### src/rtl/fst_pkg.sv
// Shared types and codes for the frequency-sorted insert table.
// Holds the stored entry layout, the result record and the operation codes.
// No dependencies.
`default_nettype none

package fst_pkg;

  // Operation codes carried in the request's tuser field.
  localparam logic [1:0] MODE_INSERT = 2'd0;
  localparam logic [1:0] MODE_READ   = 2'd1;
  localparam logic [1:0] MODE_CLEAR  = 2'd2;

  // One stored table entry.
  typedef struct packed {
    logic [31:0] freq;
    logic [7:0]  sym;
  } entry_t;

  // One result record as handed from the sequencer to the output stage.
  typedef struct packed {
    logic        full_drop;
    logic        valid_res;
    logic [8:0]  entry_total;
    logic [7:0]  position;
    logic [31:0] frequency;
    logic [7:0]  symbol;
  } res_t;

endpackage

`default_nettype wire

### src/rtl/fst_out.sv
// Output register stage: holds one finished result on the master stream
// so the sequencer can take the next request. Depends on fst_pkg.
`default_nettype none

module fst_out (
  input  wire logic          clk,
  input  wire logic          rst_n,
  input  wire logic          res_valid,
  output logic               res_ready,
  input  wire fst_pkg::res_t res,
  output logic               out_tvalid,
  input  wire logic          out_tready,
  output logic [63:0]        out_tdata,  // out_symbol, out_frequency, position, entry_total
  output logic [1:0]         out_tuser   // valid_res, full_drop
);
  import fst_pkg::*;

  logic  valid_r;
  res_t  data_r;

  assign res_ready  = !valid_r || out_tready;
  assign out_tvalid = valid_r;
  assign out_tdata  = {7'd0, data_r.entry_total, data_r.position,
                       data_r.frequency, data_r.symbol};
  assign out_tuser  = {data_r.full_drop, data_r.valid_res};

  // Valid flag.
  always_ff @(posedge clk) begin
    if (!rst_n) begin
      valid_r <= 1'b0;
    end else if (res_ready) begin
      valid_r <= res_valid;
    end
  end

  // Result payload.
  always_ff @(posedge clk) begin
    if (res_valid && res_ready) begin
      data_r <= res;
    end
  end

endmodule

`default_nettype wire

### config.mk
export PLATFORM = sky130hd
export DESIGN_NAME = fst_out
export DESIGN_NICKNAME = d
export VERILOG_FILES = /design/src/rtl/fst_pkg.sv /design/src/rtl/fst_out.sv
export SDC_FILE = /design/constraint.sdc
export NUM_CORES = 1
export LEC_CHECK = 0
export BUFFER_PORTS_ARGS = -buffer_cell sky130_fd_sc_hd__buf_2
export CORE_MARGIN = 1.5
export CORE_UTILIZATION = 39
export DETAILED_ROUTE_END_ITERATION = 8
export GPL_TIMING_DRIVEN = 1
export PLACE_DENSITY_LB_ADDON = 0.15
export SLEW_MARGIN = 20
export SYNTH_ARGS = -nofsm -noshare
export SYNTH_HDL_FRONTEND = slang
export SYNTH_SLANG_ARGS = --single-unit
### constraint.sdc
create_clock -name clk -period 1.8 [get_ports clk]
set_input_delay 0.18 -clock clk [delete_from_list [all_inputs] [get_ports clk]]
set_output_delay 0.18 -clock clk [all_outputs]
set_load 0.01 [all_outputs]
After elaboration in Yosys (flattened, before gate mapping). Index checks and enable logic that the tools add are counted.

Flip-flop bits (word level): 60. Latch bits: 0. RAM bits: 0. Memory bits (read-only): 0. Input bits: 63. Output and inout port bits: 68. Word-level logic and storage cells: 10. Memories: 0.

Add/subtract/negate cells: 0. Multiply operators: 0. Div/mod/pow operators: 0. Magnitude comparators: 0. Eq/ne operators: 0. Shifts and indexed selects: 0. Multiplexer cells: 0. Bitwise operators: 0. Reduce and logical (&&, ||, !) cells: 3.

Operators with widths (number): 1-bit logical AND (1); 1-bit zero test (1); 1-bit logical OR (1).

Depth between registers and ports, before layout. Gate-level depths: netlist of run 1.

Depth in word-level cells: 3. Depth in mapped cells: 2. Gate-level depth less buffers: 2.

Worst setup path before layout of run 1. OpenSTA, ideal clock, no wires.

Kind: register to register. Start: register valid_r (netlist: out_tvalid). End: register data_r, in the netlist out_tdata[0], enable pin. Library setup time: 375 ps. Arrival: 970 ps. Data required time: 1425 ps. Slack: 455 ps. Stages on the path, launching flop included: 3. Buffers on the path: 0. Clock period less this slack: 1345 ps. Cell sequence: dfxtp_1 nand2b_4 and2_4.

Longest elaborated chain between the ends: 3.

RTL lines: start, declared (RTL line fst_out.sv:18) `logic valid_r;`; start signal, assigned (RTL line fst_out.sv:32) `valid_r <= res_valid;`; 1-bit zero test (RTL line fst_out.sv:21) `assign res_ready = !valid_r || out_tready;`; 1-bit logical OR (RTL line fst_out.sv:21); named net res_ready (RTL line fst_out.sv:9) `output logic res_ready,`; 1-bit logical AND (RTL line fst_out.sv:38) `if (res_valid && res_ready) begin`; end signal, assigned (RTL line fst_out.sv:39) `data_r <= res;`; end, declared (RTL line fst_out.sv:19) `res_t data_r;`.

The timed path passes the listed nets, and every way through them passes these cells. A chain may end at the register's enable or synchronous reset.

Worst setup path after layout of run 1.
Start: register valid_r (netlist: out_tvalid). End: register data_r, in the netlist out_tdata[56], enable pin.

Longest elaborated chain between the ends: 3.

RTL lines (RTL line): 1-bit zero test (fst_out.sv:21); 1-bit logical OR (fst_out.sv:21); 1-bit logical AND (fst_out.sv:38).

Every way passes these cells.

==> results of run 1 <==
## metrics by stage
step | instances | setup WS (ns) | util [%]
global route | 266 | 0.478 | 58.3
CTS | 265 | 0.545 | 58.1
finish | 266 | 0.557 | 58.3
global placement | 250 | 0.599 | 54.4
detailed placement | 250 | 0.552 | 54.4
floorplan | 78 | 0.455 | -
## cells in the final DEF (no fill, tap or decap)
| cell | n |
|---|---|
| sky130_fd_sc_hd__a21boi_2 | 1 |
| sky130_fd_sc_hd__and2_4 | 1 |
| sky130_fd_sc_hd__buf_2 | 123 |
| sky130_fd_sc_hd__buf_4 | 2 |
| sky130_fd_sc_hd__bufinv_16 | 1 |
| sky130_fd_sc_hd__clkbuf_1 | 3 |
| sky130_fd_sc_hd__clkbuf_8 | 9 |
| sky130_fd_sc_hd__clkinv_1 | 1 |
| sky130_fd_sc_hd__clkinv_2 | 1 |
| sky130_fd_sc_hd__conb_1 | 7 |
| sky130_fd_sc_hd__dfxtp_1 | 1 |
| sky130_fd_sc_hd__dlygate4sd3_1 | 1 |
| sky130_fd_sc_hd__edfxtp_1 | 59 |
| sky130_fd_sc_hd__inv_1 | 1 |
| sky130_fd_sc_hd__nand2b_4 | 1 |
## cells by family after synthesis
group / Yosys count
other: 1
and+or+nand+nor: 2
buffers and inverters: 8
AOI/OAI and AO/OA: 1
DFF: 60
## worst max-delay path: stages (launching register included)
cell and delay [ns]:
sky130_fd_sc_hd__dfxtp_1 0.33, sky130_fd_sc_hd__nand2b_4 0.08, sky130_fd_sc_hd__and2_4 0.14, sky130_fd_sc_hd__buf_4 0.34
## state kept, by name (all words and copies together) (netlist names)
signal,flops
out_tvalid,1
out_tdata,57
out_tuser,2
## layout make-up
class                      count  area, um^2
sequential                    60        1790
tap                           54        67.6
clock inverter                 3        38.8
fill                         392        1950
clock buffer                  12         135
multi-input combinational     10        60.1
inverter                       1        3.75
timing repair buffer         126         641
## per-layer routing
layer | vias up | routed length [um] | global-route usage (%)
met5 | - | 0 | 0
li1 | 535 | - | -
met1 | 507 | 1290 | 14.7
met2 | 76 | 1810 | 22.2
met4 | 0 | 19 | 7.55
met3 | 2 | 497 | 9.17
## repair_timing
item | 4_1_cts | 5_1_grt
setup buffers | 0 | 0
hold buffers | 0 | 1
endpoints found under the hold margin | 0 | 1
## where the power goes
group	switching, W	internal [W]
logic	0.000127	0.000107
registers	0.0000180	0.00163
clock network	0.000452	0.000626
total	0.000598	0.00237
## path summary, 6_finish.rpt
path                   start       endpoint  slack, ns  cells past startpoint
setup / recovery  out_tvalid  out_tdata[56]       0.56                      3
hold / removal        res[8]   out_tdata[8]       0.03                      1
setup reg to reg  out_tvalid  out_tdata[56]       0.56                      3
hold reg to reg   out_tvalid     out_tvalid       0.51                      2
==> summary.txt, run 1 <==
Run
  • Number of max-cap violations: 0

Placed design
  • Total of buffers placed on input and output ports: between 100 and 150
  • Placement Cell Area: roughly 2600 um^2
  • Final RePlAce weighted congestion: ~0.66
  • Detailed-placement wirelength estimate: between 2 and 3 mm

Clock network
  • Root buffer cell: sky130_fd_sc_hd__clkbuf_8
  • CTS HTree Levels: 3
  • Clock slew at the register clock pins of the worst setup and hold paths: 0.06 ns
  • CTS tree: yes
  • Number of cells upsized or downsized after cts: 0
  • Number of buffers created by CTS: 9
  • Maximum clock path buffer count: 2
  • Clock latency at the later pin of the worst-skew pair: ~0.32 ns
  • Clock net sink count: 60

Setup path
  • Largest fanout on the critical path: 31
  • Crit path arrival time: approximately 1.2 ns
  • Worst Setup Start Kind: register
  • Path type of the worst setup path: reg -> reg
  • Required time at the worst-slack endpoint: between 1.5 and 2 ns
  • Critical path capture point type: register

Detailed routing
  • Average wire per standard cell: 13.6 um
  • Drt total wl: about 3.6 mm
  • Via count: ~1.1k
  • Number of nets with antenna violations after detailed routing: 0
  • First-pass iteration count of the detailed router: 2
  • Post-route DRC violation count: 0
  • Iter 0 DRT Violations: between 40 and 50
  • Via count normalized by instance count: 4.21

Floorplan
  • Area of the die: 5260 um^2
  • Core outline area: around 4700 um^2
  • Initial core utilization: 40.2%
  • Num rows: 25
  • Vertical extent of the die: around 73 um
  • Die width: 72.5 um
  • Total I/O pin count: about 130

GRT
  • Total gr overflow: 0
  • First-pass GRT wire length: 5.15 mm
  • Initial antenna violation count: 0
  • Total routing usage reported by global routing: approximately 14%
  • Maximum number of pins on one net before global-route repair: 32
  • Number of global-route vias before repair: between 1k and 1.5k

STA
  • Ratio of final minimum period to clock period: 69.1%
  • Max Fclk: between 800 and 900 MHz
  • Unrepaired setup endpoints after global routing: no
  • Final min period: between 1 and 1.5 ns
  • Clock skew: 0.00379 ns
  • Endpoints failing hold: 0
  • Final setup TNS: 0 ns
  • Final-report setup violation count: 0
  • Count of pins over their slew limit: 0
  • Fin Hold WS: around 0.031 ns

Yosys
  • Commonest cells in the synthesized netlist: sky130_fd_sc_hd__edfxtp_1, sky130_fd_sc_hd__buf_4
  • Simple logic cell fraction of the synthesized area: between 1 and 1.5%
  • Number of flops mapped to enable cells by yosys: 59
  • Cell count after synthesis: about 70
  • Compound-cell area share of the yosys netlist: 0.597%
  • Top cell type's share of synthesized area: 94.0%
  • Proportion of synthesized flip-flops having asynchronous set or reset: 0%
  • Synthesized-area fraction occupied by adder cells: 0%
  • Xor/xnor cell area share of the yosys netlist: 0%
  • Distinct cell type count after synthesis: 8
  • Avg Cell Area, Syn: 26.2 um^2
  • Yosys Warn Count: 0
  • Cell accounting for the most synthesized area: sky130_fd_sc_hd__edfxtp_1
  • Multiplexer fraction of the synthesized cell area: 0%
  • Number of synthesized register bits: 60
  • Top post-synthesis cells by area: sky130_fd_sc_hd__edfxtp_1, sky130_fd_sc_hd__buf_4, sky130_fd_sc_hd__dfxtp_1, sky130_fd_sc_hd__nand2b_4, sky130_fd_sc_hd__a21boi_2
  • Most instantiated library cell after synthesis: sky130_fd_sc_hd__edfxtp_1
  • Largest family of logic cells by synthesized area: buffers and inverters
  • Most used flip-flop cell after synthesis: sky130_fd_sc_hd__edfxtp_1
  • Summed instance area of the synthesized netlist: between 1500 and 2000 um^2
  • Register area share after synthesis: between 90% and 100%

Final layout
  • Antenna cell count: 0
  • Area overhead of the layout relative to synthesis: 45.2%
  • Nets@finish: 271
  • Proportion of layout cells with a drive suffix above 1: around two thirds
  • Post-route cell area: around 2700 um^2

Worst hold path
  • Hold WC Path Type: in -> reg

Status
  • Outcome: completed

Pwr
  • Total design power: between 0.002 and 0.003 W
  • VDD IR max: roughly 0.6 mV
  • Static leakage power: 1.21 nW
  • Power density of the placed cells: between 1000 and 1500 nW/um^2
No activity file was read; power rests on OpenSTA's default activity.
==> run 2, diff against run 1 <==
Settings changed: CORE_UTILIZATION 39 to 36.
Clock period 1.8 ns to 1 ns, I/O delays scaled along.
==> summary.txt, run 2 (synthesis gave the netlist of run 1 again) <==
Pwr
  • VDD IR max: 0.995 mV (was 0.596 mV)
  • Static leakage power: 1.48 nW (was 1.21 nW)
  • Power density of the placed cells: 1620 nW/um^2 (was 1080 nW/um^2)

STA
  • Final setup TNS: -3.51 ns (was 0 ns)
  • Endpoints failing hold: 0 (unchanged)
  • Final min period: 1.07 ns (was 1.24 ns)
  • Ratio of final minimum period to clock period: 107% (was 69.1%)
  • Max Fclk: 931 MHz (was 804 MHz)
  • Final-report setup violation count: 61 (was 0)
  • Unrepaired setup endpoints after global routing: yes (was no)
  • Clock skew: 0.00392 ns (was 0.00379 ns)
  • Final critical-path setup slack: -0.0736 ns (was 0.557 ns)
  • Count of pins over their slew limit: 0 (unchanged)

Setup path
  • Crit path arrival time: 1.10 ns (was 1.22 ns)
  • Path type of the worst setup path: reg -> reg (unchanged)
  • Worst Setup Start Kind: register (unchanged)
  • Required time at the worst-slack endpoint: 1.02 ns (was 1.78 ns)
  • Critical path capture point type: register (unchanged)
  • Largest fanout on the critical path: 22 (was 31)

Final layout
  • Nets@finish: 332 (was 271)
  • Most common cell after layout, fill and taps aside: sky130_fd_sc_hd__buf_2 (unchanged)
  • Number of flip-flops under the largest register name: 57 (unchanged)
  • Antenna cell count: 0 (unchanged)
  • Commonest cells after routing, fill and taps aside: sky130_fd_sc_hd__buf_2, sky130_fd_sc_hd__dlygate4sd3_1, sky130_fd_sc_hd__edfxtp_1, sky130_fd_sc_hd__clkbuf_8, sky130_fd_sc_hd__conb_1 (was sky130_fd_sc_hd__buf_2, sky130_fd_sc_hd__edfxtp_1, sky130_fd_sc_hd__clkbuf_8, sky130_fd_sc_hd__conb_1, sky130_fd_sc_hd__clkbuf_1)
  • Final cell utilization of the core: 67.1% (was 58.3%)
  • Post-route cell area: 3400 um^2 (was 2740 um^2)
  • Proportion of layout cells with a drive suffix above 1: 52.2% (was 65.6%)
  • Area overhead of the layout relative to synthesis: 80.6% (was 45.2%)

Detailed routing
  • Number of nets with antenna violations after detailed routing: 0 (unchanged)
  • Drt total wl: 4.47 mm (was 3.62 mm)
  • Average wire per standard cell: 13.1 um (was 13.6 um)
  • Via count: 1404 (was 1120)
  • Via count normalized by instance count: 4.11 (was 4.21)
  • First-pass iteration count of the detailed router: 4 (was 2)
  • Post-route DRC violation count: 0 (unchanged)
  • Iter 0 DRT Violations: 37 (was 47)

Placed design
  • Detailed-placement wirelength estimate: 2.74 mm (was 2.68 mm)
  • Total of buffers placed on input and output ports: 123 (unchanged)
  • Final RePlAce weighted congestion: 0.684 (was 0.658)
  • Placement Cell Area: 2630 um^2 (was 2550 um^2)

Floorplan
  • Vertical extent of the die: 75.4 um (was 72.5 um)
  • Total I/O pin count: 131 (unchanged)
  • Area of the die: 5680 um^2 (was 5260 um^2)
  • Core outline area: 5070 um^2 (was 4690 um^2)
  • Die width: 75.4 um (was 72.5 um)
  • Num rows: 26 (was 25)
  • Initial core utilization: 37.2% (was 40.2%)

GRT
  • Maximum number of pins on one net before global-route repair: 23 (was 32)
  • Total routing usage reported by global routing: 16.3% (was 14.3%)
  • First-pass GRT wire length: 6.27 mm (was 5.15 mm)
  • Total gr overflow: 0 (unchanged)
  • Initial antenna violation count: 0 (unchanged)
  • Number of global-route vias before repair: 1465 (was 1096)

Status
  • Outcome: finished, violations left (was completed)
  • Failing checks: setup timing

Run
  • Number of max-cap violations: 0 (unchanged)

Worst hold path
  • Hold WC Path Type: in -> reg (unchanged)

Clock network
  • Clock slew at the register clock pins of the worst setup and hold paths: 0.06 ns (about the same)
  • Clock latency at the later pin of the worst-skew pair: 0.32 ns (about the same)
  • Maximum clock path buffer count: 2 (unchanged)
  • Clock net sink count: 60 (unchanged)
  • Number of buffers created by CTS: 9 (unchanged)
  • Root buffer cell: sky130_fd_sc_hd__clkbuf_8 (unchanged)
  • CTS HTree Levels: 3 (unchanged)
  • CTS tree: yes (unchanged)
==> run 2: power breakdown <==
part	total, W	switching, W	internal, W
registers	0.00297	0.0000341	0.00294
logic	0.000645	0.000273	0.000372
clock network	0.00190	0.000817	0.00109
total	0.00552	0.00112	0.00440
==> run 2: final cells by class <==
cell class,instances,area [um^2]
Clock buffer,9,124
Clock inverter,5,45.0
Fill cell,365,1670
Inverter,1,3.75
Multi-Input combinational cell,10,60.1
Sequential cell,60,1790
Tap cell,70,87.6
Timing Repair Buffer,187,1290
==> run 2: metrics by stage <==
step | total power, W | worst slack, ns | cells | hold slack (ns)
floorplan | 0.00320 | -0.315 | 78 | 0.199
global placement | 0.00347 | -0.0403 | 268 | 0.276
detailed placement | 0.00348 | -0.0621 | 268 | 0.278
CTS | 0.00559 | -0.0833 | 341 | 0.000427
global route | 0.00574 | -0.115 | 342 | 0.0112
finish | 0.00552 | -0.0736 | 342 | 0.0215
==> run 2: worst paths after layout <==
check,start,to,slack [ns],cells after the start
setup / recovery,out_tvalid,out_tdata[42],-0.07,3
hold / removal,rst_n,out_tvalid,0.02,2
setup reg to reg,out_tvalid,out_tdata[42],-0.07,3
hold reg to reg,out_tvalid,out_tvalid,0.57,3
==> run 2: metal layers <==
layer	GRT usage [%]	vias to the layer above	share of wire, %
met2	27.9	94	51
met3	6.08	10	9.4
met4	12.3	0	2.4
li1	-	658	-
met1	15.9	642	37
met5	0	-	0
==> run 2: worst max-delay path, stage by stage (launching register included) <==
cell and delay, ns:
sky130_fd_sc_hd__dfxtp_2 0.33, sky130_fd_sc_hd__nand2b_4 0.07, sky130_fd_sc_hd__and2_4 0.19, sky130_fd_sc_hd__buf_12 0.18
==> run 2: what timing repair did <==
action / in CTS / in global routing
endpoints found under the setup margin: 60 / 60
setup buffers: 0 / 1
hold buffers: 59 / 0
resized for setup: 2 / 0
hold endpoints to repair: 59 / 0
==> run 3, diff against run 2 <==
Settings changed: ABC_AREA from default to 1.
==> summary.txt, run 3 <==
Setup path
  • Largest fanout on the critical path: 16 (was 22)
  • Cell with the largest stage delay on the worst path: sky130_fd_sc_hd__dfxtp_2 (unchanged)
  • Cell chain of the critical path: a21oi_4 > buf_12 > buf_12 (was nand2b_4 > and2_4 > buf_12)
  • Required time at the worst-slack endpoint: 1.03 ns (was 1.02 ns)
  • Path type of the worst setup path: reg -> reg (unchanged)
  • Critical path capture point type: register (unchanged)
  • Slowest stage delay, CP: 0.34 ns (was 0.33 ns)
  • Crit path arrival time: 1.14 ns (was 1.10 ns)
  • Worst Setup Start Kind: register (unchanged)
  • Library cell appearing most often on the critical path: sky130_fd_sc_hd__buf_12

Pwr
  • P_int: 0.00423 W (was 0.00440 W)
  • Static leakage power: 1.51 nW (was 1.48 nW)
  • Clock network power share: 32.0% (was 34.5%)
  • Part of the power in registers: 55.1% (was 53.8%)
  • VDD IR max: 1.23 mV (was 0.995 mV)
  • Power density of the placed cells: 1560 nW/um^2 (was 1620 nW/um^2)
  • Combinational cell fraction of total power: 12.9% (was 11.7%)
  • Total design power: 0.00540 W (was 0.00552 W)
  • Share of total power consumed by net switching: 21.8% (was 20.3%)
  • Switching power: 0.00118 W (was 0.00112 W)

Floorplan
  • Vertical extent of the die: 75.3 um (was 75.4 um)
  • Initial core utilization: 37.0% (was 37.2%)
  • Num rows: 26 (unchanged)
  • Die width: 75.3 um (was 75.4 um)
  • Area of the die: 5660 um^2 (was 5680 um^2)
  • Total I/O pin count: 131 (unchanged)
  • Core outline area: 5070 um^2 (unchanged)

STA
  • Clock skew: 0.00511 ns (was 0.00392 ns)
  • Ratio of final minimum period to clock period: 110% (was 107%)
  • Count of pins over their slew limit: 0 (unchanged)
  • Final min period: 1.10 ns (was 1.07 ns)
  • Final critical-path setup slack: -0.104 ns (was -0.0736 ns)
  • Unrepaired setup endpoints after global routing: yes (unchanged)
  • Max Fclk: 906 MHz (was 931 MHz)
  • Final-report setup violation count: 60 (was 61)
  • Endpoints failing hold: 0 (unchanged)

Yosys
  • Distinct cell type count after synthesis: 9 (was 8)
  • Register area share after synthesis: 95.3% (was 95.0%)
  • Number of flops mapped to enable cells by yosys: 59 (unchanged)
  • Cell count after synthesis: 74 (was 72)
  • Number of synthesized register bits: 60 (unchanged)
  • Avg Cell Area, Syn: 25.4 um^2 (was 26.2 um^2)
  • Proportion of synthesized flip-flops having asynchronous set or reset: 0% (unchanged)
  • Summed instance area of the synthesized netlist: 1880 um^2 (was 1890 um^2)
  • Commonest cells in the synthesized netlist: sky130_fd_sc_hd__edfxtp_1, sky130_fd_sc_hd__buf_4, sky130_fd_sc_hd__inv_1 (was sky130_fd_sc_hd__edfxtp_1, sky130_fd_sc_hd__buf_4)
  • Top post-synthesis cells by area: sky130_fd_sc_hd__edfxtp_1, sky130_fd_sc_hd__buf_4, sky130_fd_sc_hd__dfxtp_1, sky130_fd_sc_hd__a21oi_2, sky130_fd_sc_hd__inv_1 (was sky130_fd_sc_hd__edfxtp_1, sky130_fd_sc_hd__buf_4, sky130_fd_sc_hd__dfxtp_1, sky130_fd_sc_hd__nand2b_4, sky130_fd_sc_hd__a21boi_2)
  • Cell accounting for the most synthesized area: sky130_fd_sc_hd__edfxtp_1 (unchanged)
  • Top cell type's share of synthesized area: 94.3% (was 94.0%)
  • Most instantiated library cell after synthesis: sky130_fd_sc_hd__edfxtp_1 (unchanged)
  • Yosys Warn Count: 0 (unchanged)
  • Most used flip-flop cell after synthesis: sky130_fd_sc_hd__edfxtp_1 (unchanged)

Clock network
  • Root buffer cell: sky130_fd_sc_hd__clkbuf_8 (unchanged)
  • Clock latency at the later pin of the worst-skew pair: 0.33 ns (was 0.32 ns)
  • CTS tree: yes (unchanged)
  • Maximum clock path buffer count: 2 (unchanged)
  • Number of buffers created by CTS: 9 (unchanged)
  • Clock slew at the register clock pins of the worst setup and hold paths: 0.06 ns (about the same)
  • Clock net sink count: 60 (unchanged)
  • CTS HTree Levels: 3 (unchanged)

Final layout
  • Nets@finish: 337 (was 332)
  • Antenna cell count: 0 (unchanged)
  • Area overhead of the layout relative to synthesis: 84.9% (was 80.6%)
  • Commonest cells after routing, fill and taps aside: sky130_fd_sc_hd__buf_2, sky130_fd_sc_hd__dlygate4sd3_1, sky130_fd_sc_hd__edfxtp_1, sky130_fd_sc_hd__clkbuf_8, sky130_fd_sc_hd__conb_1 (unchanged)
  • Proportion of layout cells with a drive suffix above 1: 52.3% (was 52.2%)
  • Most common cell after layout, fill and taps aside: sky130_fd_sc_hd__buf_2 (unchanged)
  • Number of flip-flops under the largest register name: 57 (unchanged)
  • Post-route non-filler standard cell count: 349 (was 342)

Detailed routing
  • Via count normalized by instance count: 4.02 (was 4.11)
  • Post-route DRC violation count: 0 (unchanged)
  • Via count: 1404 (unchanged)
  • First-pass iteration count of the detailed router: 4 (unchanged)
  • Iter 0 DRT Violations: 52 (was 37)
  • Drt total wl: 4.88 mm (was 4.47 mm)
  • Number of nets with antenna violations after detailed routing: 0 (unchanged)
  • Average wire per standard cell: 14.0 um (was 13.1 um)

Worst hold path
  • Hold WC Path Type: in -> reg (unchanged)

GRT
  • Number of global-route vias before repair: 1409 (was 1465)
  • Total routing usage reported by global routing: 17.0% (was 16.3%)
  • Initial antenna violation count: 0 (unchanged)
  • Total gr overflow: 0 (unchanged)
  • First-pass GRT wire length: 6.45 mm (was 6.27 mm)
  • Maximum number of pins on one net before global-route repair: 33 (was 23)
  • Most heavily used metal layer in global routing: met2 (unchanged)
  • Met3 usage in global routing: 6.83% (was 6.08%)
  • Grt met1 use: 15.9% (unchanged)
  • Met2 Resource Use GR: 30.2% (was 27.9%)

Placed design
  • Final RePlAce weighted congestion: 0.767 (was 0.684)
  • Detailed-placement wirelength estimate: 2.84 mm (was 2.74 mm)
  • Total of buffers placed on input and output ports: 123 (unchanged)
  • Placed cell count: 269 (was 268)

Status
  • Outcome: finished, violations left (unchanged)
  • Failing checks: setup timing (unchanged)

Run
  • Number of max-cap violations: 0 (unchanged)
## run 3: changes by cell type after synthesis, sizes merged
cell    change
nand2       +1
a21oi       +2
and2        -1
a21boi      -1
nand2b      -1
inv         +2
## run 3: kinds of logic after synthesis
group	count (synthesis)	share of synthesized area (%)
DFF	60	95.3
AOI/OAI and AO/OA	2	0.732
and+or+nand+nor	1	0.333
other	1	0.200
buffers and inverters	10	3.40
## run 3: final cells by class
type,count,area (um^2)
clock inverters,3,13.8
well taps,70,87.6
clock buffers,13,139
inverters,3,11.3
flip-flops and latches,60,1790
repair buffers,190,1370
fillers,374,1600
multi-input cells,10,62.6
## run 3: timing repair
item,CTS,global route
hold buffers,60,0
gates resized for setup,4,1
pin swaps,1,1
setup buffers,0,1
gates cloned,0,3
hold endpoints to repair,60,0
setup endpoints to repair,61,67
## run 3: power groups by stage
stage               Combinational (W)  Sequential (W)  Clock (W)
floorplan                   0.0000883         0.00311          0
CTS                          0.000643         0.00298    0.00177
detailed placement           0.000453         0.00303          0
finish                       0.000697         0.00298    0.00173
global route                 0.000752         0.00299    0.00188
global placement             0.000439         0.00302          0
## run 3: routing by layer
metal | share of wire, % | up-vias
met5 | 0 | -
met4 | 1.7 | 0
met3 | 9.3 | 7
met2 | 53 | 94
met1 | 36 | 634
li1 | - | 669
## run 3: critical path: cells and delay by family (launching register included)
kind                   cells  cell delay [ns]
flip-flops                 1             0.34
buffers and inverters      2             0.31
AO/OA/AOI/OAI              1             0.16
## run 3: path summary, 6_finish.rpt
kind / from / endpoint / slack (ns) / depth (start not counted)
worst max-delay path: out_tvalid / out_tdata[7] / -0.10 / 3
worst min-delay path: out_tready / out_tvalid / 0.07 / 4
worst max register to register: out_tvalid / out_tdata[7] / -0.10 / 3
worst min register to register: out_tvalid / out_tvalid / 0.60 / 3
## run 3: per-stage QoR
| step | cell area, um^2 | util [%] | hold WS, ns | TNS [ns] | worst slack, ns |
|---|---|---|---|---|---|
| 6_report | 3470 | 68.5 | 0.0659 | -5.32 | -0.104 |
| 4_1_cts | 3390 | 66.7 | 0.0541 | -3.97 | -0.0860 |
| 3_5_place_dp | 2610 | 51.5 | 0.278 | -3.04 | -0.0681 |
| 2_1_floorplan | 1910 | - | 0.199 | -46.08 | -0.781 |
| 3_3_place_gp | 2610 | 51.5 | 0.276 | -1.67 | -0.0405 |
| 5_1_grt | 3470 | 68.5 | 0.0818 | -6.76 | -0.128 |
