$ cat src/rtl/fst_pkg.sv
// Shared types and codes for the frequency-sorted insert table.
// Holds the stored entry layout, the result record and the operation codes.
// No dependencies.
`default_nettype none

package fst_pkg;

  // Operation codes carried in the request's tuser field.
  localparam logic [1:0] MODE_INSERT = 2'd0;
  localparam logic [1:0] MODE_READ   = 2'd1;
  localparam logic [1:0] MODE_CLEAR  = 2'd2;

  // One stored table entry.
  typedef struct packed {
    logic [31:0] freq;
    logic [7:0]  sym;
  } entry_t;

  // One result record as handed from the sequencer to the output stage.
  typedef struct packed {
    logic        full_drop;
    logic        valid_res;
    logic [8:0]  entry_total;
    logic [7:0]  position;
    logic [31:0] frequency;
    logic [7:0]  symbol;
  } res_t;

endpackage

`default_nettype wire

$ cat src/rtl/fst_seq.sv
// Operation sequencer: keeps the entry count and walks the table memory
// from the top down to shift entries for an insert. Depends on fst_pkg.
`default_nettype none

module fst_seq #(
  parameter int MAX_ENTRIES = 256,
  parameter int AW          = 8,
  parameter int CW          = 9
) (
  input  wire logic            clk,
  input  wire logic            rst_n,
  // Request side
  input  wire logic            req_valid,
  output logic                 req_ready,
  input  wire logic [1:0]      req_mode,
  input  wire logic [7:0]      req_symbol,
  input  wire logic [31:0]     req_frequency,
  input  wire logic [7:0]      req_read_index,
  // Result side
  output logic                 res_valid,
  input  wire logic            res_ready,
  output fst_pkg::res_t        res,
  // Table memory
  output logic                 mem_wr_en,
  output logic [AW-1:0]        mem_wr_addr,
  output fst_pkg::entry_t      mem_wr_data,
  output logic                 mem_rd_en,
  output logic [AW-1:0]        mem_rd_addr,
  input  wire fst_pkg::entry_t mem_rd_data
);
  import fst_pkg::*;

  typedef enum logic [4:0] {
    S_IDLE  = 5'b00001,
    S_CMP   = 5'b00010,
    S_PUT   = 5'b00100,
    S_FETCH = 5'b01000,
    S_EMIT  = 5'b10000
  } state_t;

  state_t         state_r, state_nxt;
  logic [CW-1:0]  count_r, count_nxt;
  logic [AW-1:0]  idx_r, idx_nxt;
  logic [7:0]     sym_r, sym_nxt;
  logic [31:0]    freq_r, freq_nxt;
  logic [7:0]     ridx_r, ridx_nxt;
  res_t           res_r, res_nxt;

  logic [AW-1:0]  idx_inc;
  logic [CW-1:0]  count_inc;
  entry_t         new_entry;

  assign idx_inc   = idx_r + AW'(1);
  assign count_inc = count_r + CW'(1);
  assign new_entry = '{freq: freq_r, sym: sym_r};

  assign req_ready = (state_r == S_IDLE);
  assign res_valid = (state_r == S_EMIT);
  assign res       = res_r;

  // Next-state and datapath control.
  always_comb begin
    state_nxt   = state_r;
    count_nxt   = count_r;
    idx_nxt     = idx_r;
    sym_nxt     = sym_r;
    freq_nxt    = freq_r;
    ridx_nxt    = ridx_r;
    res_nxt     = res_r;
    mem_wr_en   = 1'b0;
    mem_wr_addr = idx_inc;
    mem_wr_data = new_entry;
    mem_rd_en   = 1'b0;
    mem_rd_addr = idx_r;

    unique case (state_r)
      S_IDLE: begin
        if (req_valid) begin
          sym_nxt  = req_symbol;
          freq_nxt = req_frequency;
          ridx_nxt = req_read_index;
          res_nxt  = '0;
          case (req_mode)
            MODE_INSERT: begin
              if (count_r >= CW'(MAX_ENTRIES)) begin
                // Full table: drop the pair and flag it.
                res_nxt.entry_total = 9'(count_r);
                res_nxt.full_drop   = 1'b1;
                state_nxt           = S_EMIT;
              end else if (count_r == '0) begin
                idx_nxt   = '0;
                state_nxt = S_PUT;
              end else begin
                // Start the downward walk at the topmost entry.
                idx_nxt     = AW'(count_r - CW'(1));
                mem_rd_en   = 1'b1;
                mem_rd_addr = AW'(count_r - CW'(1));
                state_nxt   = S_CMP;
              end
            end
            MODE_READ: begin
              // An index at or past the count answers at once with no data.
              res_nxt.position    = req_read_index;
              res_nxt.entry_total = 9'(count_r);
              if (int'(req_read_index) < int'(count_r)) begin
                mem_rd_en   = 1'b1;
                mem_rd_addr = AW'(req_read_index);
                state_nxt   = S_FETCH;
              end else begin
                state_nxt = S_EMIT;
              end
            end
            MODE_CLEAR: begin
              count_nxt = '0;
              state_nxt = S_EMIT;
            end
            default: begin
              res_nxt.entry_total = 9'(count_r);
              state_nxt           = S_EMIT;
            end
          endcase
        end
      end

      S_CMP: begin
        mem_wr_en = 1'b1;
        if (mem_rd_data.freq > freq_r) begin
          // Entry moves up one place; keep walking down.
          mem_wr_data = mem_rd_data;
          if (idx_r == '0) begin
            state_nxt = S_PUT;
          end else begin
            idx_nxt     = idx_r - AW'(1);
            mem_rd_en   = 1'b1;
            mem_rd_addr = idx_r - AW'(1);
          end
        end else begin
          // New pair lands just above the first entry not larger than it.
          count_nxt           = count_inc;
          res_nxt.symbol      = sym_r;
          res_nxt.frequency   = freq_r;
          res_nxt.position    = 8'(idx_inc);
          res_nxt.entry_total = 9'(count_inc);
          res_nxt.valid_res   = 1'b1;
          state_nxt           = S_EMIT;
        end
      end

      S_PUT: begin
        mem_wr_en           = 1'b1;
        mem_wr_addr         = idx_r;
        count_nxt           = count_inc;
        res_nxt.symbol      = sym_r;
        res_nxt.frequency   = freq_r;
        res_nxt.position    = 8'(idx_r);
        res_nxt.entry_total = 9'(count_inc);
        res_nxt.valid_res   = 1'b1;
        state_nxt           = S_EMIT;
      end

      S_FETCH: begin
        res_nxt.symbol      = mem_rd_data.sym;
        res_nxt.frequency   = mem_rd_data.freq;
        res_nxt.position    = ridx_r;
        res_nxt.entry_total = 9'(count_r);
        res_nxt.valid_res   = 1'b1;
        state_nxt           = S_EMIT;
      end

      S_EMIT: begin
        if (res_ready) begin
          state_nxt = S_IDLE;
        end
      end

      default: begin
        state_nxt = S_IDLE;
      end
    endcase
  end

  // Control state.
  always_ff @(posedge clk) begin
    if (!rst_n) begin
      state_r <= S_IDLE;
      count_r <= '0;
    end else begin
      state_r <= state_nxt;
      count_r <= count_nxt;
    end
  end

  // Payload registers.
  always_ff @(posedge clk) begin
    idx_r  <= idx_nxt;
    sym_r  <= sym_nxt;
    freq_r <= freq_nxt;
    ridx_r <= ridx_nxt;
    res_r  <= res_nxt;
  end

endmodule

`default_nettype wire

$ cat config.mk
export PLATFORM = sky130hd
export DESIGN_NAME = fst_seq
export DESIGN_NICKNAME = d
export VERILOG_FILES = /design/src/rtl/fst_pkg.sv /design/src/rtl/fst_seq.sv
export SDC_FILE = /design/constraint.sdc
export NUM_CORES = 1
export LEC_CHECK = 0
export BUFFER_PORTS_ARGS = -buffer_cell sky130_fd_sc_hd__buf_2
export CORE_UTILIZATION = 35
export CTS_BUF_LIST = sky130_fd_sc_hd__clkbuf_8
export CTS_CLUSTER_DIAMETER = 60
export DETAILED_ROUTE_END_ITERATION = 12
export SYNTH_ARGS = -nofsm -noshare
export SYNTH_HDL_FRONTEND = slang
export SYNTH_SLANG_ARGS = --single-unit
$ cat constraint.sdc
create_clock -name clk -period 7.5 [get_ports clk]
set_input_delay 0.375 -clock clk [delete_from_list [all_inputs] [get_ports clk]]
set_output_delay 0.375 -clock clk [all_outputs]
set_load 0.01 [all_outputs]
# --- Word level (Yosys, flattened, before mapping) ---
# Cells that the tools add are included.
word_totals:
  ff_bits: 129
  latch_bits: 0
  ram_bits: 0
  mem_bits_ro: 0
  input_bits: 94
  output_inout_bits: 119
  elab_cells: 91
  mem_count: 0
classes:
  add_sub_neg: 4
  multipliers: 0
  n_div: 0
  order_cmp: 3
  eq_ne: 14
  shifts: 0
  n_mux: 45
  n_bitwise: 0
  reduce_logical: 13
ops:
  columns: ["op", "count"]
  rows:
  - ["58-bit case mux with 4 select lines", 1]
  - ["58-bit two-way mux", 2]
  - ["8-bit two-way mux", 12]
  - ["40-bit two-way mux", 2]
  - ["8-bit case mux with 2 select lines", 3]
  - ["9-bit two-way mux", 4]
  - ["32-bit > comparator", 1]
  - ["5-bit two-way mux", 6]
  - ["9-bit case mux with 3 select lines", 1]
  - ["5-bit case mux with 4 select lines", 1]
  - ["9-bit case mux with 2 select lines", 1]
  - ["8-bit by 1-bit subtractor with 8-bit output, second input constant", 2]
  - ["5-bit case mux with 2 select lines", 1]
  - ["9-bit by 1-bit adder with 9-bit output, second input constant", 1]
  - ["9-bit >= comparator, second input constant", 1]
  - ["9-bit zero test", 1]
  - ["8-bit by 9-bit < comparator with 1-bit output", 1]
  - ["8-bit by 1-bit adder with 8-bit output, second input constant", 1]
  - ["8-bit zero test", 1]
  - ["1-bit two-way mux", 8]
  - ["4-bit AND reduction", 2]
  - ["2-bit by 1-bit != test with 1-bit output, second input constant", 3]
  - ["2-bit != test, second input constant", 3]
  - ["3-bit AND reduction", 2]
  - ["16 further kinds", 18]

# --- Logic depth before layout (Yosys ltp) ---
# Gate-level depths: netlist (run 1).
logic_depth:
  ltp_word: 6
  ltp_mapped: 11
  ltp_nobuf: 9

# --- Least setup slack after synthesis (run 1) ---
# OpenSTA, ideal clock, no wires.
synth_path:
  path_kind: "input to register"
  start: "input port mem_rd_data[9] in the netlist's numbering"
  end: "register res_r, in the netlist res[0], enable pin"
  setup_time_ps: 545
  t_arrival_ps: 6191
  t_required_ps: 6955
  setup_slack_ps: 763
  cell_stages: 9
  n_path_buf: 1
  cell_sequence: "ha_1 nor2b_1 o211ai_1 a2111oi_1 or4b_1 buf_2 a22oi_1 nor2_2 nor3_1"
synth_between:
  elab_chain_len: 3
synth_lines:
  columns: ["element", "line_no", "rtl"]
  rows:
  - ["from (decl)", "fst_seq.sv:29", "input wire fst_pkg::entry_t mem_rd_data"]
  - ["32-bit > comparator", "fst_seq.sv:127", "if (mem_rd_data.freq > freq_r) begin"]
  - ["2-bit != test (no source line)", null, null]
  - ["3-bit AND reduction (no source line)", null, null]
  - ["to (signal assigned)", "fst_seq.sv:199", "res_r <= res_nxt;"]
  - ["to (decl)", "fst_seq.sv:47", "res_t res_r, res_nxt;"]
# No other way between the ends.
# A chain may end at the register's enable or synchronous reset.

# --- Final worst setup path (run 1) ---
layout_path:
  start: "register freq_r[14]"
  end: "register res_r, in the netlist res[13], enable pin"
layout_between:
  elab_chain_len: 3
layout_lines:
  columns: ["element", "line_no", "rtl"]
  rows:
  - ["from (decl)", "fst_seq.sv:45", "logic [31:0] freq_r, freq_nxt;"]
  - ["from (signal assigned)", "fst_seq.sv:197", "freq_r <= freq_nxt;"]
  - ["32-bit > comparator", "fst_seq.sv:127", null]
  - ["2-bit != test (no source line)", null, null]
  - ["3-bit AND reduction (no source line)", null, null]
# No other way between the ends.

==> results of run 1 <==
-- worst reg2reg max path, delay by kind of cell (launching register included) --
family                     cells  cell delay, ns
and+or+nand+nor                5            2.47
AOI/OAI and AO/OA              1            0.73
buffers and inverters          2            0.54
DFF                            1            0.35
adders and majority gates      1            0.31
-- worst max path at each step --
stage                   end  slack, ns  cells after the start
finish              res[13]       2.75                      9
global route        res[13]       2.42                      9
CTS                  res[0]       2.66                      9
detailed placement  res[55]       2.58                      9
global placement    res[52]       2.78                      9
floorplan            res[0]       0.76                      9
-- sequential cells by signal, indices dropped and copies added (netlist names) --
register,flops
res,59
freq_r,32
count_r,9
idx_r,8
ridx_r,8
sym_r,8
state_r,5
-- per-layer routing --
metal  track usage [%]  share of wire, %  up-vias
met5                 0                 0        -
met2             31.59                46      254
met1             26.02                44     3081
met4             7.273               2.6        0
li1                  -                 -     3213
met3             5.697               7.7       33
-- layout make-up --
type	count	area, um^2
fill	2099	11940
multi-input combinational	530	3610
inverter	50	187.7
timing repair buffer	219	1114
antenna	1	2.502
sequential	129	3734
tap	275	344.1
clock buffer	17	234.0
clock inverter	15	122.6
-- through the flow --
stage	utilization, %	setup WS, ns	instances	hold slack [ns]
after detailed placement	42.23	2.580	1203	0.5349
final	43.91	2.752	1236	0.09806
after floorplan	-	0.7631	749	0.4739
after CTS	43.90	2.665	1235	0.06160
after global placement	42.23	2.778	1203	0.5313
after global routing	43.91	2.425	1236	0.05992
-- synth_stat cells (3+ instances only) --
cell       number  share of area (%)
a221o_1         7               0.91
a21o_1          4               0.39
nor2_1         38                1.9
a211o_1         3               0.34
buf_1           3               0.15
a22oi_1         5               0.49
nand2_1       101                4.9
o211ai_1       11                1.1
and3_1         11               0.89
nand4_1        17                1.4
a211oi_1        5               0.49
buf_2           4               0.26
o22ai_1         3               0.24
nand3_1        16                1.0
nor4_1          4               0.32
ha_1           45                7.3
buf_6           4               0.58
clkbuf_1       28                1.4
or3_1           8               0.65
o21a_1          5               0.49
nand2b_1        3               0.24
o2bb2ai_1       3               0.34
mux2_2         39                5.7
a21oi_1        35                2.3
inv_1          47                2.3
xnor2_1        13                1.5
o221ai_1       14                1.6
o21ai_0        69                4.5
dfxtp_1        14                3.6
nor2b_1         6               0.49
nor3_1         12               0.78
edfxtp_1      115                 45
a22o_1         11                1.3
-- power breakdown --
group          leakage (nW)  switching [mW]  internal (mW)
Combinational          2.48           0.367          0.202
Sequential             1.24          0.0450          0.957
Clock                 0.182           0.292          0.259
-- logic make-up (layout without fill, tap and decap cells) --
group | Yosys count | after routing | synth area share [%]
compound gates | 195 | 195 | 17.02
xor+xnor | 13 | 13 | 1.478
fa+ha+maj | 45 | 45 | 7.310
buf+inv | 90 | 301 | 4.890
flops | 129 | 129 | 48.47
mux | 40 | 40 | 5.832
other cells | 0 | 1 | 0
simple gates | 237 | 237 | 14.99
==> flow_metrics.env, run 1 <==
export IMPL_status="completed"
export IMPL_die_h_um=150.3
export IMPL_cts_buffers=17
export IMPL_holdBufCountCts=0
export IMPL_synth_nets=888
export IMPL_final_common_cell="buf_2"
export IMPL_startpoint_type="flop"
export IMPL_rsz0062_at_grt="false"
export IMPL_timing_rr_end="res[13]"
export IMPL_fmax_mhz=210.6
export IMPL_place_gp_congestion=0.9072
export IMPL_ys_ff_latch=129
export IMPL_drive_gt1_share_pct=31.56
export IMPL_cp_slowest_cell="nor4_1"
export IMPL_ir_drop_uv=112.6
export IMPL_crit_fanout=27
export IMPL_finalSetupViolations=0
export IMPL_cts_max_level=4
export IMPL_drt_first_pass_iters=5
export IMPL_start_util_pct=36.18
export IMPL_ios=213
export IMPL_dp_hpwl_um=16600
export IMPL_r2r_slack_ns=2.75
export IMPL_min_period_ns=4.748
export IMPL_syn_inst=749
export IMPL_arrival_ns=4.85
export IMPL_finalCritPeriodShare_pct=63.31
export IMPL_portBuffers=212
export IMPL_relSlewSlack_pct=26.44
export IMPL_dieArea_um2=22600
export IMPL_reg2reg_depth=9
export IMPL_syn_area_per_cell_um2=10.28
export IMPL_cp_slowest_stage_delay_ns=0.86
export IMPL_leakagePower_nw=3.903
export IMPL_route_detailed_drc=0
export IMPL_final_cell_mix="buf_2 (212), edfxtp_1 (115), nand2_1 (101), o21ai_0 (69), inv_1 (48)"
export IMPL_via_per_inst=5.324
export IMPL_totalWireLength_um=22530
export IMPL_hold_viol=0
export IMPL_cts_setup_buffers=0
export IMPL_yosysSeqAreaShare_pct=48.47
export IMPL_clockRootBuffer="clkbuf_8"
export IMPL_cts_tree="built"
export IMPL_clock_latency_ns=0.45
export IMPL_cts_sinks=129
export IMPL_report_final_slew_viol_count=0
export IMPL_path_class="reg -> reg"
export IMPL_synth_distinct_cells=69
export IMPL_r2r_start="freq_r[14]"
export IMPL_crit_path_start="freq_r[14]"
export IMPL_fin_worst_skew_ns=0.01727
export IMPL_grt_usage_pct=20.02
export IMPL_yosysWarnings=0
export IMPL_layout_nets=1086
export IMPL_antenna_found_initial=1
export IMPL_clock_path_buffers=2
export IMPL_area_growth_pct=21.36
export IMPL_cap_violations=0
export IMPL_synth_edf_count=115
export IMPL_worst_path_buf_inv=2
export IMPL_cp_required_ns=7.61
export IMPL_clk_pin_slew_ns=0.08
export IMPL_design_core_area_um2=21290
export IMPL_async_flop_share_pct=0
export IMPL_design_area_um2=9348
export IMPL_cts_resized=0
export IMPL_grt_pass1_wl_um=34090
export IMPL_fin_tns_setup_ns=0
export IMPL_min_path_cells=1
export IMPL_power_mw=2.122
export IMPL_dpl_instance_area_um2=8989
export IMPL_path_delay_family="simple AND/OR/NAND/NOR gates"
export IMPL_max_slew_worst_pin_slew_ns=1.097
export IMPL_path_cells="inv_1, ha_1, nand4_1, nor4_1, and2b_1, a22oi_1, nor2_2, nor3_2, buf_4"
export IMPL_routedWlPerCell_um=18.23
export IMPL_grt_pass1_vias=6181
export IMPL_min_path_type="in -> reg"
export IMPL_synthFlopType="edfxtp_1"
export IMPL_worstHoldStart="req_frequency[7]"
export IMPL_powerDensity_nw_per_um2=227.0
export IMPL_vias=6581
export IMPL_grt_overflow_total=0
export IMPL_crit_path_end_kind="flop"
export IMPL_hold_path_end="freq_r[7]"
export IMPL_rows=53
export IMPL_die_x_um=150.3
export IMPL_ant_nets=0
export IMPL_syn_area_um2=7702
export IMPL_grt_max_degree=54
export IMPL_drt_iter0_markers=529
No activity file was read; power rests on OpenSTA's default activity.
==> run 2: changes to the inputs <==
- clock period: 7.5 -> 4.8 ns (I/O delays scaled with it)
==> run 2 against run 1 <==
Compared with the run above:
- wire length up 7.2%
- critical endpoint is now mem_rd_addr[0]
- highest routed layer unchanged
- final area rose by 4.7%
- clock-buffer cell count did not move
- sequential share of layout area is 1.8 points lower
- sequential power rose by 57%
==> flow_metrics.env, run 2 (synthesized netlist as in run 1, its figures left out) <==
export IMPL_power_mw=3.393
export IMPL_drt_iter0_markers=615
export IMPL_rows=53
export IMPL_timing_rr_end="res[20]"
export IMPL_grt_overflow_total=0
export IMPL_grt_pass1_wl_um=36600
export IMPL_drt_first_pass_iters=5
export IMPL_crit_fanout=10
export IMPL_cp_common_cell="and2b_1"
export IMPL_r2r_start="freq_r[14]"
export IMPL_finalCritPeriodShare_pct=81.26
export IMPL_sequentialPowerShare_pct=46.4
export IMPL_grt_usage_pct=21.55
export IMPL_ir_drop_uv=195.0
export IMPL_clock_latency_ns=0.45
export IMPL_cp_slowest_stage_delay_ns=0.72
export IMPL_wl_met3_um=1749
export IMPL_place_gp_congestion=0.9344
export IMPL_critical_path_cell_count=10
export IMPL_crit_path_end_kind="primary output"
export IMPL_ios=213
export IMPL_leakagePower_nw=4.097
export IMPL_min_period_ns=3.901
export IMPL_p_clk_share_pct=26.5
export IMPL_top_layer="met4"
export IMPL_fin_tns_setup_ns=0
export IMPL_grt_max_degree=54
export IMPL_totalWireLength_um=24150
export IMPL_largest_reg_flops=59
export IMPL_final_cell_mix="buf_2 (212), edfxtp_1 (115), nand2_1 (101), o21ai_0 (69), inv_1 (49)"
export IMPL_portBuffers=212
export IMPL_cts_tree="built"
export IMPL_finalSetupViolations=0
export IMPL_cts_buffers=17
export IMPL_clock_path_buffers=2
export IMPL_layout_nets=1130
export IMPL_path_class="reg -> out"
export IMPL_powerDensity_nw_per_um2=346.6
export IMPL_grt_pass1_vias=6639
export IMPL_cts_setup_buffers=0
export IMPL_route_detailed_drc=0
export IMPL_num_antenna_cells=0
export IMPL_report_final_slew_viol_count=0
export IMPL_design_core_area_um2=21290
export IMPL_clk_pin_slew_ns=0.08
export IMPL_wl_met2_um=11380
export IMPL_cts_sinks=129
export IMPL_area_growth_pct=27.08
export IMPL_die_x_um=150.3
export IMPL_status="completed"
export IMPL_start_util_pct=36.18
export IMPL_max_slew_worst_pin_slew_ns=0.8274
export IMPL_whs_ns=0.05993
export IMPL_switching_share_pct=32.64
export IMPL_reg2reg_depth=10
export IMPL_dpl_instance_area_um2=9025
export IMPL_vias=6849
export IMPL_hold_path_end="ridx_r[5]"
export IMPL_dieArea_um2=22600
export IMPL_final_common_cell="buf_2"
export IMPL_fin_worst_skew_ns=0.01249
export IMPL_arrival_ns=3.66
export IMPL_dp_cells=1207
export IMPL_worst_path_buf_inv=2
export IMPL_worstHoldStart="req_read_index[5]"
export IMPL_via_per_inst=5.355
export IMPL_rsz0062_at_grt="false"
export IMPL_hold_viol=0
export IMPL_clockRootBuffer="clkbuf_8"
export IMPL_cp_slowest_cell="nor4_1"
export IMPL_min_path_cells=1
export IMPL_cts_max_level=4
export IMPL_path_cells="inv_1, ha_1, nand4_1, nor4_1, and2b_1, and2b_1, a21oi_4, xnor2_1, o21ai_0, buf_2"
export IMPL_die_h_um=150.3
export IMPL_path_delay_family="simple AND/OR/NAND/NOR gates"
export IMPL_fin_cells=1279
export IMPL_r2r_slack_ns=1.37
export IMPL_wl_met1_um=10480
export IMPL_relSlewSlack_pct=44.76
export IMPL_antenna_found_initial=0
export IMPL_routedWlPerCell_um=18.88
export IMPL_comb_power_share_pct=27.1
export IMPL_internal_power_mw=2.285
export IMPL_drive_gt1_share_pct=30.18
export IMPL_ant_nets=0
export IMPL_cp_required_ns=4.56
export IMPL_design_area_um2=9788
export IMPL_cap_violations=0
export IMPL_min_path_type="in -> reg"
export IMPL_fmax_mhz=256.4
export IMPL_startpoint_type="flop"
export IMPL_dp_hpwl_um=17070
export IMPL_switching_power_mw=1.107
run 2: power by group through the flow:
stage	Combinational [mW]	Sequential (mW)	Clock [mW]
floorplan	0.413	1.67	0
global placement	0.902	1.59	0
detailed placement	0.899	1.60	0
CTS	0.932	1.58	0.916
global route	1.01	1.60	0.959
finish	0.920	1.57	0.898
run 2: worst max path at each step:
stage	start	to	slack [ns]
CTS	freq_r[14]	mem_wr_data[10]	0.87
detailed placement	freq_r[14]	res[5]	1.34
global placement	freq_r[14]	res[11]	1.47
floorplan	freq_r[1]	res[0]	0.71
finish	freq_r[14]	mem_rd_addr[0]	0.90
global route	freq_r[14]	mem_rd_addr[0]	0.66
run 2: metal layers:
metal,GRT usage [%],vias to the layer above
li1,-,3282
met1,27.73,3211
met2,35.25,315
met3,5.091,41
met4,7.525,0
met5,0,-
run 2: area by class of cell:
| cell class | count | area [um^2] |
|---|---|---|
| Inverter | 50 | 187.7 |
| Sequential cell | 129 | 3734 |
| Timing Repair Buffer | 263 | 1544 |
| Clock inverter | 15 | 128.9 |
| Fill cell | 2074 | 11500 |
| Tap cell | 275 | 344.1 |
| Clock buffer | 17 | 234.0 |
| Multi-Input combinational cell | 530 | 3616 |
run 2: stage by stage:
stage,setup WS (ns),util (%)
after global placement,1.471,42.40
after global routing,0.6558,45.98
after detailed placement,1.336,42.40
final,0.8994,45.98
after CTS,0.8720,45.98
after floorplan,0.7104,-
run 2: repair_timing:
item | in CTS | in global routing
resized for setup | 0 | 0
hold buffers | 40 | 0
endpoints found under the hold margin | 40 | 0
==> run 3: changes to the inputs <==
- clock period: 4.8 -> 3.2 ns (I/O delays scaled with it)
==> run 3 against run 2 <==
Compared with the run above:
- via count grew 4.3%
- wire length grew 5.4%
- sequential power increased by 50%
- core utilization increased by 5.5 points
- sequential share of layout area is 4.1 points lower
- power grew 68%
- register-to-register slack worse by 1.3 ns
- non-clock buffer count grew 68
- the flow now finishes with violations (setup timing)
- combinational power up 100%
- critical endpoint is now mem_wr_data[19]
- clock power increased by 67%
- flip-flop and latch count is the same
- worst hold slack got worse by 0.023 ns
==> flow_metrics.env, run 3 (synthesized netlist as in run 1, its figures left out) <==
export IMPL_totalWireLength_um=25440
export IMPL_cp_required_ns=3.04
export IMPL_dpl_instance_area_um2=9275
export IMPL_min_period_ns=3.382
export IMPL_n_fill_cell=1944
export IMPL_die_h_um=150.3
export IMPL_cp_slowest_stage_delay_ns=0.57
export IMPL_cp_slowest_cell="or4b_4"
export IMPL_antenna_found_initial=0
export IMPL_finalSetupViolations=48
export IMPL_fin_util_pct=51.50
export IMPL_final_common_cell="buf_2"
export IMPL_status="complete, but fails checks"
export IMPL_grt_max_degree=49
export IMPL_cts_buffers=17
export IMPL_crit_path_end_kind="primary output"
export IMPL_grt_pass1_vias=6699
export IMPL_max_slew_worst_pin_slew_ns=0.7298
export IMPL_drive_gt1_share_pct=36.63
export IMPL_worst_path_buf_inv=5
export IMPL_dp_hpwl_um=17580
export IMPL_design_core_area_um2=21290
export IMPL_min_path_type="in -> reg"
export IMPL_path_class="reg -> out"
export IMPL_place_gp_congestion=0.9323
export IMPL_area_growth_pct=42.33
export IMPL_cts_sinks=129
export IMPL_path_cells="inv_2, ha_4, nand4_1, buf_4, a211oi_1, or4b_4, a32oi_4, buf_6, clkbuf_16, mux2_4, buf_6"
export IMPL_clk_pin_slew_ns=0.09
export IMPL_clock_latency_ns=0.45
export IMPL_ir_drop_uv=276.5
export IMPL_fin_cells=1348
export IMPL_dieArea_um2=22600
export IMPL_report_final_slew_viol_count=0
export IMPL_cap_violations=0
export IMPL_layout_nets=1199
export IMPL_setup_ws_ns=-0.1818
export IMPL_powerDensity_nw_per_um2=519.2
export IMPL_crit_fanout=5
export IMPL_violations="setup timing"
export IMPL_worstHoldStart="mem_rd_data[2]"
export IMPL_path_delay_family="buffers and inverters"
export IMPL_r2r_start="freq_r[15]"
export IMPL_clockRootBuffer="clkbuf_8"
export IMPL_dp_cells=1234
export IMPL_cts_max_level=4
export IMPL_cp_common_cell="buf_6"
export IMPL_drt_first_pass_iters=5
export IMPL_crit_path_start="freq_r[15]"
export IMPL_portBuffers=212
export IMPL_grt_overflow_total=0
export IMPL_largest_reg_flops=59
export IMPL_design_area_um2=10960
export IMPL_die_x_um=150.3
export IMPL_route_detailed_drc=0
export IMPL_ant_nets=0
export IMPL_relSlewSlack_pct=51.14
export IMPL_startpoint_type="flop"
export IMPL_via_per_inst=5.299
export IMPL_fmax_mhz=295.7
export IMPL_grt_usage_pct=21.72
export IMPL_num_antenna_cells=0
export IMPL_drt_iter0_markers=523
export IMPL_leakagePower_nw=4.702
export IMPL_fin_worst_skew_ns=0.01662
export IMPL_rows=53
export IMPL_clock_path_buffers=2
export IMPL_arrival_ns=3.22
export IMPL_vias=7143
export IMPL_finalCritPeriodShare_pct=105.7
export IMPL_start_util_pct=36.18
export IMPL_cts_tree="built"
export IMPL_whs_ns=0.03649
export IMPL_ios=213
export IMPL_rsz0062_at_grt="true"
export IMPL_hold_viol=0
export IMPL_routedWlPerCell_um=18.87
export IMPL_grt_pass1_wl_um=37200
export IMPL_final_cell_mix="buf_2 (191), edfxtp_1 (115), nand2_1 (101), o21ai_0 (66), dlygate4sd3_1 (51)"
[run 3: final timing paths]
path                          end  slack [ns]  depth (start not counted)
setup / recovery  mem_wr_data[19]       -0.18                         11
hold / removal             res[2]        0.04                          2
setup reg to reg          res[35]        0.04                         14
hold reg to reg           res[42]        0.56                          1
[run 3: metrics by stage]
stage | TNS, ns | setup WS, ns | total power, mW
2_1_floorplan | -39.96 | -0.6889 | 3.122
3_3_place_gp | 0 | 0.1828 | 3.789
3_5_place_dp | 0 | 0.1431 | 3.796
4_1_cts | -8.661 | -0.2178 | 5.399
5_1_grt | -14.29 | -0.2829 | 5.962
6_report | -6.299 | -0.1818 | 5.692
[run 3: area by class of cell]
class | count | area (um^2) | area share [%]
Multi-Input combinational cell | 531 | 3850 | 35.12
Clock inverter | 15 | 182.7 | 1.666
Tap cell | 275 | 344.1 | 3.139
Timing Repair Buffer | 331 | 2429 | 22.15
Sequential cell | 129 | 3736 | 34.08
Clock buffer | 17 | 234.0 | 2.134
Inverter | 50 | 187.7 | 1.712
[run 3: metal layers]
metal | vias up | routed length, um | track usage [%]
met2 | 300 | 11910 | 35.12
met5 | - | 0 | 0
met4 | 0 | 744 | 9.343
met3 | 48 | 1603 | 4.485
met1 | 3363 | 11180 | 28.01
li1 | 3432 | - | -
[run 3: power by group]
group	switching, mW	total, mW	leakage (nW)	internal (mW)
Combinational	1.00	1.84	3.26	0.838
Sequential	0.110	2.35	1.24	2.24
Clock	0.725	1.50	0.204	0.778
[run 3: what timing repair did]
item,CTS,global route
setup buffers,14,9
setup endpoints to repair,49,113
gates cloned,2,9
pin swaps,11,16
hold endpoints to repair,50,1
gates resized for setup,24,65
hold buffers,50,1
[run 3: worst reg2reg max path, cell delays in order, from the launching register on]
cell and delay [ns]:
edfxtp_1 0.39, inv_2 0.07, ha_4 0.27, nand4_1 0.17
nor4_2 0.35, buf_4 0.17, and2b_2 0.24, buf_4 0.14
buf_4 0.12, a22oi_2 0.15, buf_4 0.15, nor2_4 0.04
nor3_4 0.23, buf_6 0.21, clkbuf_16 0.17
